$ cat src/rtl/bllca_pkg.sv
// Shared constants and types for the binary lifting ancestor core.
package bllca_pkg;

    localparam int NODE_W   = 10;
    localparam int DEPTH_W  = 11;
    localparam int LEVELS   = 10;
    localparam int LEVEL_W  = 4;
    localparam int JADDR_W  = NODE_W + LEVEL_W;
    localparam logic [DEPTH_W-1:0] DEPTH_MAX = '1;

    typedef logic [NODE_W-1:0]  node_t;
    typedef logic [DEPTH_W-1:0] depth_t;
    typedef logic [LEVEL_W-1:0] level_t;

    typedef enum logic
    {
        KIND_ATTACH = 1'b0,
        KIND_QUERY  = 1'b1
    } kind_t;

    // Request from the sequencer to the table store
    typedef struct packed
    {
        logic   d_rd;
        node_t  d_rd_addr;
        logic   d_wr;
        node_t  d_wr_addr;
        depth_t d_wr_data;
        logic   j_rd;
        node_t  j_rd_node;
        level_t j_rd_level;
        logic   j_wr;
        node_t  j_wr_node;
        level_t j_wr_level;
        node_t  j_wr_data;
    } tbl_req_t;

    typedef struct packed
    {
        logic   busy;
        depth_t d_rd_data;
        node_t  j_rd_data;
    } tbl_rsp_t;

endpackage

$ cat src/rtl/bllca_seq.sv
// Sequencer for attach and query walks over the tables.
module bllca_seq
    import bllca_pkg::*;
(
    input  logic     clk,
    input  logic     rst_n,
    input  logic     in_valid,
    output logic     in_ready,
    input  kind_t    in_kind,
    input  node_t    in_a,
    input  node_t    in_b,
    output logic     out_valid,
    input  logic     out_ready,
    output node_t    out_node,
    output depth_t   out_depth,
    output tbl_req_t req,
    input  tbl_rsp_t rsp
);

    // Memory reads are issued in one state and consumed in the next (W states).
    typedef enum logic [4:0]
    {
        S_IDLE,
        S_AT_W0,   // depth a, depth b read
        S_AT_W1,
        S_AT_LR0,  // read jump(cur,k-1)
        S_AT_LW0,
        S_Q_W0,    // depth x
        S_Q_W1,    // depth y
        S_Q_L1R,   // read jump(y,k)
        S_Q_L1W,
        S_Q_L1D,   // depth of that
        S_Q_L1DW,
        S_Q_L2RX,
        S_Q_L2RY,
        S_Q_L2W,
        S_Q_F0,
        S_Q_F0W,
        S_RES,
        S_RESW,
        S_OUT
    } state_t;

    state_t state_reg;
    node_t  x_reg, y_reg, t_reg, cur_reg;
    depth_t dx_reg, dy_reg;
    level_t k_reg;
    node_t  out_node_reg;
    depth_t out_depth_reg;
    logic   ok_reg;

    assign in_ready  = (state_reg == S_IDLE) && !rsp.busy;
    assign out_valid = (state_reg == S_OUT);
    assign out_node  = out_node_reg;
    assign out_depth = out_depth_reg;

    always_comb
    begin
        req = '0;
        unique case (state_reg)
            S_IDLE:
            begin
                req.d_rd = 1'b1;
                req.d_rd_addr = in_a;
            end
            S_AT_W0:
            begin
                req.d_rd = 1'b1;
                req.d_rd_addr = y_reg;
            end
            S_AT_W1:
            begin
                req.d_wr = ok_reg;
                req.d_wr_addr = x_reg;
                req.d_wr_data = dy_reg;
                req.j_wr = ok_reg;
                req.j_wr_node = x_reg;
                req.j_wr_data = y_reg;
            end
            S_AT_LR0:
            begin
                req.j_rd = 1'b1;
                req.j_rd_node = cur_reg;
                req.j_rd_level = k_reg - 1'b1;
            end
            S_AT_LW0:
            begin
                req.j_wr = 1'b1;
                req.j_wr_node = x_reg;
                req.j_wr_level = k_reg;
                req.j_wr_data = rsp.j_rd_data;
            end
            S_Q_W0:
            begin
                req.d_rd = 1'b1;
                req.d_rd_addr = y_reg;
            end
            S_Q_L1R:
            begin
                req.j_rd = 1'b1;
                req.j_rd_node = y_reg;
                req.j_rd_level = k_reg;
            end
            S_Q_L1W:
            begin
                req.d_rd = 1'b1;
                req.d_rd_addr = rsp.j_rd_data;
            end
            S_Q_L2RX:
            begin
                req.j_rd = 1'b1;
                req.j_rd_node = x_reg;
                req.j_rd_level = k_reg;
            end
            S_Q_L2RY:
            begin
                req.j_rd = 1'b1;
                req.j_rd_node = y_reg;
                req.j_rd_level = k_reg;
            end
            S_Q_F0:
            begin
                req.j_rd = 1'b1;
                req.j_rd_node = x_reg;
            end
            S_RES:
            begin
                req.d_rd = 1'b1;
                req.d_rd_addr = cur_reg;
            end
            default: ;
        endcase
    end

    always_ff @(posedge clk or negedge rst_n)
    begin
        if (!rst_n)
        begin
            state_reg <= S_IDLE;
            x_reg <= '0;
            y_reg <= '0;
            t_reg <= '0;
            cur_reg <= '0;
            dx_reg <= '0;
            dy_reg <= '0;
            k_reg <= '0;
            ok_reg <= 1'b0;
            out_node_reg <= '0;
            out_depth_reg <= '0;
        end
        else
        begin
            unique case (state_reg)
                S_IDLE:
                    if (in_valid && in_ready)
                    begin
                        x_reg <= in_a;
                        y_reg <= in_b;
                        state_reg <= (in_kind == KIND_QUERY) ? S_Q_W0 : S_AT_W0;
                    end
                S_AT_W0:
                begin
                    dx_reg <= rsp.d_rd_data;
                    state_reg <= S_AT_W1;
                end
                S_AT_W1:
                begin
                    // dy_reg carries the new depth to the write
                    if (x_reg != '0 && dx_reg == '0 &&
                        (y_reg == '0 || rsp.d_rd_data != '0))
                    begin
                        ok_reg <= 1'b1;
                        dy_reg <= (y_reg == '0) ? depth_t'(1) :
                                  (rsp.d_rd_data == DEPTH_MAX) ? DEPTH_MAX :
                                  rsp.d_rd_data + 1'b1;
                        out_depth_reg <= (y_reg == '0) ? depth_t'(1) :
                                  (rsp.d_rd_data == DEPTH_MAX) ? DEPTH_MAX :
                                  rsp.d_rd_data + 1'b1;
                        cur_reg <= y_reg;
                        k_reg <= level_t'(1);
                        state_reg <= S_AT_W1;
                        if (ok_reg)
                            state_reg <= S_AT_LR0;
                    end
                    else
                    begin
                        out_node_reg <= x_reg;
                        out_depth_reg <= dx_reg;
                        state_reg <= S_OUT;
                    end
                    if (ok_reg)
                    begin
                        ok_reg <= 1'b0;
                        state_reg <= S_AT_LR0;
                    end
                end
                S_AT_LR0:
                    state_reg <= S_AT_LW0;
                S_AT_LW0:
                begin
                    cur_reg <= rsp.j_rd_data;
                    if (k_reg == level_t'(LEVELS - 1))
                    begin
                        out_node_reg <= x_reg;
                        state_reg <= S_OUT;
                    end
                    else
                    begin
                        k_reg <= k_reg + 1'b1;
                        state_reg <= S_AT_LR0;
                    end
                end
                S_Q_W0:
                begin
                    dx_reg <= rsp.d_rd_data;
                    state_reg <= S_Q_W1;
                end
                S_Q_W1:
                begin
                    if (dx_reg > rsp.d_rd_data)
                    begin
                        x_reg <= y_reg;
                        y_reg <= x_reg;
                        dx_reg <= rsp.d_rd_data;
                    end
                    k_reg <= level_t'(LEVELS - 1);
                    state_reg <= S_Q_L1R;
                end
                S_Q_L1R:
                    state_reg <= S_Q_L1W;
                S_Q_L1W:
                begin
                    t_reg <= rsp.j_rd_data;
                    state_reg <= S_Q_L1D;
                end
                S_Q_L1D:
                begin
                    if (rsp.d_rd_data >= dx_reg)
                        y_reg <= t_reg;
                    if (k_reg == '0)
                        state_reg <= S_Q_L1DW;
                    else
                    begin
                        k_reg <= k_reg - 1'b1;
                        state_reg <= S_Q_L1R;
                    end
                end
                S_Q_L1DW:
                begin
                    k_reg <= level_t'(LEVELS - 1);
                    if (x_reg == y_reg)
                    begin
                        cur_reg <= x_reg;
                        state_reg <= S_RES;
                    end
                    else
                        state_reg <= S_Q_L2RX;
                end
                S_Q_L2RX:
                    state_reg <= S_Q_L2RY;
                S_Q_L2RY:
                begin
                    t_reg <= rsp.j_rd_data;
                    state_reg <= S_Q_L2W;
                end
                S_Q_L2W:
                begin
                    if (t_reg != rsp.j_rd_data)
                    begin
                        x_reg <= t_reg;
                        y_reg <= rsp.j_rd_data;
                    end
                    if (k_reg == '0)
                        state_reg <= S_Q_F0;
                    else
                    begin
                        k_reg <= k_reg - 1'b1;
                        state_reg <= S_Q_L2RX;
                    end
                end
                S_Q_F0:
                    state_reg <= S_Q_F0W;
                S_Q_F0W:
                begin
                    cur_reg <= rsp.j_rd_data;
                    state_reg <= S_RES;
                end
                S_RES:
                    state_reg <= S_RESW;
                S_RESW:
                begin
                    out_node_reg <= cur_reg;
                    out_depth_reg <= rsp.d_rd_data;
                    state_reg <= S_OUT;
                end
                S_OUT:
                    if (out_ready)
                        state_reg <= S_IDLE;
                default:
                    state_reg <= S_IDLE;
            endcase
        end
    end

    a_out_hold: assert property (@(posedge clk) disable iff (!rst_n)
        out_valid && !out_ready |=> out_valid && $stable(out_node))
        else $error("result dropped");
    a_no_take_busy: assert property (@(posedge clk) disable iff (!rst_n)
        rsp.busy |-> !in_ready) else $error("item taken during clear");
    a_level_range: assert property (@(posedge clk) disable iff (!rst_n)
        k_reg < level_t'(LEVELS)) else $error("level out of range");

endmodule

$ cat config.mk
export PLATFORM = sky130hd
export DESIGN_NAME = bllca_seq
export DESIGN_NICKNAME = d
export VERILOG_FILES = /design/src/rtl/bllca_pkg.sv /design/src/rtl/bllca_seq.sv
export SDC_FILE = /design/constraint.sdc
export NUM_CORES = 1
export LEC_CHECK = 0
export ABC_AREA = 1
export ABC_CLOCK_PERIOD_IN_PS = 2000
export BUFFER_PORTS_ARGS = -buffer_cell sky130_fd_sc_hd__clkbuf_2
export CAP_MARGIN = 15
export CORE_MARGIN = 1.5
export CORE_UTILIZATION = 56
export CTS_CLUSTER_DIAMETER = 30
export CTS_CLUSTER_SIZE = 28
export DETAILED_ROUTE_END_ITERATION = 12
export PLACE_DENSITY_LB_ADDON = 0.15
export SLEW_MARGIN = 20
export SYNTH_ARGS = -nofsm -noshare
export SYNTH_HDL_FRONTEND = slang
export SYNTH_SLANG_ARGS = --single-unit
export TNS_END_PERCENT = 50
$ cat constraint.sdc
create_clock -name clk -period 2 [get_ports clk]
set_input_delay 0.4 -clock clk [delete_from_list [all_inputs] [get_ports clk]]
set_output_delay 0.4 -clock clk [all_outputs]
set_load 0.05 [all_outputs]
==> results of run 1 <==
cells in the mapped netlist (3+ instances only):
| cell type | instances |
|---|---|
| o2111ai_1 | 15 |
| o211ai_1 | 13 |
| o21ai_0 | 57 |
| a21oi_1 | 23 |
| nand2_1 | 366 |
| xor2_1 | 12 |
| nor2_2 | 6 |
| nor2_1 | 93 |
| nand3_1 | 60 |
| nor2_4 | 6 |
| nand3_2 | 3 |
| nand4_1 | 16 |
| dfrtp_1 | 93 |
| nand2_2 | 8 |
| o21bai_1 | 3 |
| o221ai_1 | 13 |
| buf_2 | 19 |
| inv_1 | 122 |
| clkbuf_1 | 12 |
| xnor2_1 | 10 |
| o22ai_1 | 14 |
| o21ai_1 | 11 |
| a22oi_1 | 8 |
| ha_1 | 16 |
| inv_2 | 8 |
| buf_1 | 3 |
| nor3_1 | 6 |
timing repair:
action	CTS
cloned	2
resized for setup	135
setup endpoints to repair	126
pin swaps	20
hold buffers	1
endpoints found under the hold margin	14
setup buffers	32
kinds of logic after synthesis:
group / share of synthesized area
xor gates and xnor gates: 0.0285
DFF: 0.344
and+or+nand+nor: 0.351
AOI/OAI and AO/OA: 0.149
buffers and inverters: 0.0989
adders and majority gates: 0.0296
per-stage QoR:
stage                      util  hold slack [ns]
after floorplan               -            0.104
after global placement    0.840            0.271
after detailed placement  0.840            0.273
after CTS                 0.940            0.330
==> flow_summary_export.csv, run 1 <==
group,metric,value,unit
placement,gp_congestion,1.07,
status,lastStage,"global routing",
logic_synthesis,async_reset_ff_frac,1.00,
status,error_line,"[ERROR DPL-0038] Utilization greater than 100%, impossible to legalize",
clock_network,clock_sinks,93,
die,die_w,113,microns
clock_network,root_buffer,"clkbuf_16",
die,ioPinCount,143,
clock_network,clockBufferDepth,2,
logic_synthesis,syn_nets,1091,
logic_synthesis,seq_area_frac_synth,0.344,
die,row_count,39,
logic_synthesis,ys_top_cells_by_area,"dfrtp_1, nand2_1, inv_1",
logic_synthesis,synth_seq_cells,93,
logic_synthesis,synth_top_area_frac,0.344,
logic_synthesis,ys_warn_count,0,
logic_synthesis,synth.distinct_cells,35,
placement,dp_hpwl,21800,microns
clock_network,numCtsBuffers,9,
logic_synthesis,synth.largest_area_cell,"dfrtp_1",
status,outcome,"aborted with a tool error",
placement,dp_slack,-0.0991,ns
logic_synthesis,synth_edf_count,0,
logic_synthesis,syn_area_per_cell,6.59,sq um
clock_network,htree_levels,3,
logic_synthesis,netlist_area,6770,sq um
logic_synthesis,syn_inst,1028,
die,start_util,0.583,
placement,placedCellCount,1385,
global_route,grt_max_degree,52,
placement,io_buffers,142,
die,die_y,113,microns
placement,place_area,9760,sq um
logic_synthesis,ys.flop_type,"dfrtp_1",
==> run 2: changes to the inputs <==
--- a/config.mk
+++ b/config.mk
@@ -10,9 +10,7 @@
 export BUFFER_PORTS_ARGS = -buffer_cell sky130_fd_sc_hd__clkbuf_2
 export CAP_MARGIN = 15
 export CORE_MARGIN = 1.5
-export CORE_UTILIZATION = 56
-export CTS_CLUSTER_DIAMETER = 30
-export CTS_CLUSTER_SIZE = 28
+export CORE_UTILIZATION = 40
 export DETAILED_ROUTE_END_ITERATION = 12
 export PLACE_DENSITY_LB_ADDON = 0.15
 export SLEW_MARGIN = 20
==> flow_summary_export.csv, run 2 <==
group,metric,value,unit
worst_setup_path,end_kind,"primary output",
worst_setup_path,rrSetupSlack,-0.11,ns
worst_setup_path,required,1.60,ns
logic_synthesis,syn_nets,1091,
final_layout,layout_common_cells,"nand2_1, buf_4, inv_1, dfrtp_1, buf_12",
status,outcome,"finished, violations left",
logic_synthesis,ys.flop_type,"dfrtp_1",
logic_synthesis,async_reset_ff_frac,1.00,
hold_path,hold_end,"state_reg[2]",
placement,dp_hpwl,21500,microns
logic_synthesis,synth.largest_area_cell,"dfrtp_1",
logic_synthesis,netlist_area,6770,sq um
final_layout,fin_area,11800,sq um
pwr,irDropWorstVdd,0.000868,V
worst_setup_path,cp_max_fo,5,
routing,met3_length,2330,microns
timing,setup_ws,-0.363,ns
global_route,overflow,0,
routing,drc_errors,0,
routing,vias,8382,
routing,maxUsedRoutingLayer,"met5",
die,die_area,17700,sq um
worst_setup_path,r2r-start,"state_reg[0]",
routing,drt-vias-per-instance,5.44,
clock_network,root_buffer,"clkbuf_16",
final_layout,layout-drive-gt1-share,0.376,
timing,fin_tns_setup,-21.89,ns
logic_synthesis,syn_inst,1028,
logic_synthesis,synth_top_cells_by_count,"nand2_1, inv_1, dfrtp_1, nor2_1, nand3_1",
final_layout,syn2layout_area_growth,74.0,%
status,violations,"setup timing",
placement,placedCellCount,1481,
worst_setup_path,start_kind,"flop",
logic_synthesis,syn_area_per_cell,6.59,sq um
worst_setup_path,r2r_cells,11,
worst_setup_path,crit_type,"flop to primary output",
placement,place_area,10000,sq um
timing,rsz0062_at_grt,"yes",
die,ioPinCount,143,
timing,fin_crit_sh,1.18,
logic_synthesis,synth.distinct_cells,35,
final_layout,diodes,0,
final_layout,final_common_cell,"nand2_1",
pwr,finalPower,19900,uW
clock_network,cts_tree,"yes",
worst_setup_path,worstReg2RegEnd,"y_reg[2]",
timing,hold_violations,0,
die,design.core.area,16600,sq um
timing,maxSlewViolCount,0,
timing,worst_pin_slew,0.487,ns
timing,fmax,423,MHz
timing,finalCriticalPeriod,2.36,ns
routing,drt-met1-wl,12400,microns
logic_synthesis,seq_area_frac_synth,0.344,
global_route,grt_pass1_vias,7806,
routing,wl_per_cell,19.1,microns
logic_synthesis,ys_warn_count,0,
timing,max-slew-margin-rel,0.675,
pwr,leakage,0.00569,uW
routing,drt_first_pass_iters,5,
global_route,grt_max_degree,59,
placement,io_buffers,142,
die,die_w,133,microns
die,start_util,0.408,
hold_path,hold_class,"input port to flop",
clock_network,clk_pin_slew,0.08,ns
logic_synthesis,synth_top_area_frac,0.344,
hold_path,min_from,"in_kind",
timing,clock-skew-final,0.00859,ns
job,maxCapViolCount,0,
global_route,grt_usage,0.319,
clock_network,numCtsBuffers,9,
pwr,power.density,1690,nW/um^2
final_layout,fin_cells,1540,
routing,met2_length,13500,microns
logic_synthesis,ys_top_cells_by_area,"dfrtp_1, nand2_1, inv_1",
clock_network,htree_levels,3,
placement,gp_congestion,0.961,
clock_network,clock_sinks,93,
die,row_count,47,
routing,ant_nets,0,
logic_synthesis,synth_seq_cells,93,
routing,initialDrtViolationCount,805,
clock_network,clockBufferDepth,2,
logic_synthesis,yosysMostFrequentCell,"nand2_1",
die,die_y,133,microns
clock_network,clock_latency,0.36,ns
worst_setup_path,arrival,1.96,ns
logic_synthesis,synth_edf_count,0,
timing,finalSetupViolations,104,
global_route,antenna_found_initial,0,
global_route,grt_pass1_wl,43400,microns
routing,drt-total-wl,29500,microns
hold_path,hold_depth,3,
final_layout,nNetsFinal,1378,
-- run 2: final cells by class --
| type | count | area, sq um |
|---|---|---|
| Inverter | 130 | 515 |
| Multi-Input combinational cell | 768 | 4880 |
| Timing Repair Buffer | 313 | 3470 |
| Clock inverter | 7 | 86.3 |
| Fill cell | 1322 | 4800 |
| Tap cell | 220 | 275 |
| Clock buffer | 9 | 225 |
| Sequential cell | 93 | 2330 |
-- run 2: cells by family (layout without fill, tap and decap cells) --
logic type / count (synthesis) / count (layout) / share of synthesized area
AOI/OAI and AO/OA: 162 / 162 / 0.149
xor gates and xnor gates: 22 / 22 / 0.0285
adders and majority gates: 16 / 16 / 0.0296
buffers and inverters: 167 / 459 / 0.0989
DFF: 93 / 93 / 0.344
and+or+nand+nor: 568 / 568 / 0.351
-- run 2: metal layers --
layer  up-vias  global-route usage
met2       431               0.505
met1      3937               0.438
met4         2               0.116
li1       3921                   -
met3        91              0.0582
met5         -              0.0194
-- run 2: worst max-delay path by stage --
stage                       from       to  slack (ns)  cells past startpoint
global placement    state_reg[3]  req[69]       -0.14                      8
floorplan           state_reg[3]  req[66]       -0.23                      6
detailed placement  state_reg[3]  req[62]        -0.1                      8
finish              state_reg[4]  req[36]       -0.36                     10
CTS                 state_reg[0]  req[15]       -0.34                      8
global route        state_reg[4]  req[36]       -0.42                     10
-- run 2: power by group --
part	total, uW	switching, uW	internal (uW)
registers	3630	862	2770
logic	14400	8580	5810
clock network	1860	856	1000
total	19900	10300	9580
-- run 2: stage by stage --
stage                      util  hold WS, ns  worst slack [ns]
final                     0.711        0.323            -0.363
after global placement    0.606        0.239            -0.144
after floorplan               -        0.104            -0.225
after CTS                 0.666        0.324            -0.336
after global routing      0.711        0.351            -0.417
after detailed placement  0.606        0.240           -0.0980
-- run 2: repair_timing --
| item | 4_1_cts | 5_1_grt |
|---|---|---|
| buffers inserted | 16 | 24 |
| pin swaps | 14 | 22 |
| gates cloned | 3 | 4 |
| endpoints found under the setup margin | 85 | 139 |
| hold buffers | 1 | 0 |
| hold endpoints to repair | 7 | 0 |
| resized for setup | 114 | 122 |
-- run 2: critical path, stage by stage, from the launching register on --
cell and delay, ns:
dfrtp_2 0.46, nor2_4 0.14, nand2_2 0.08, inv_2 0.06, nand3_2 0.07, nand2_2 0.10, inv_4 0.07, buf_12 0.14
buf_12 0.12, o221ai_4 0.19, buf_12 0.17
No activity file was read; power rests on OpenSTA's default activity.
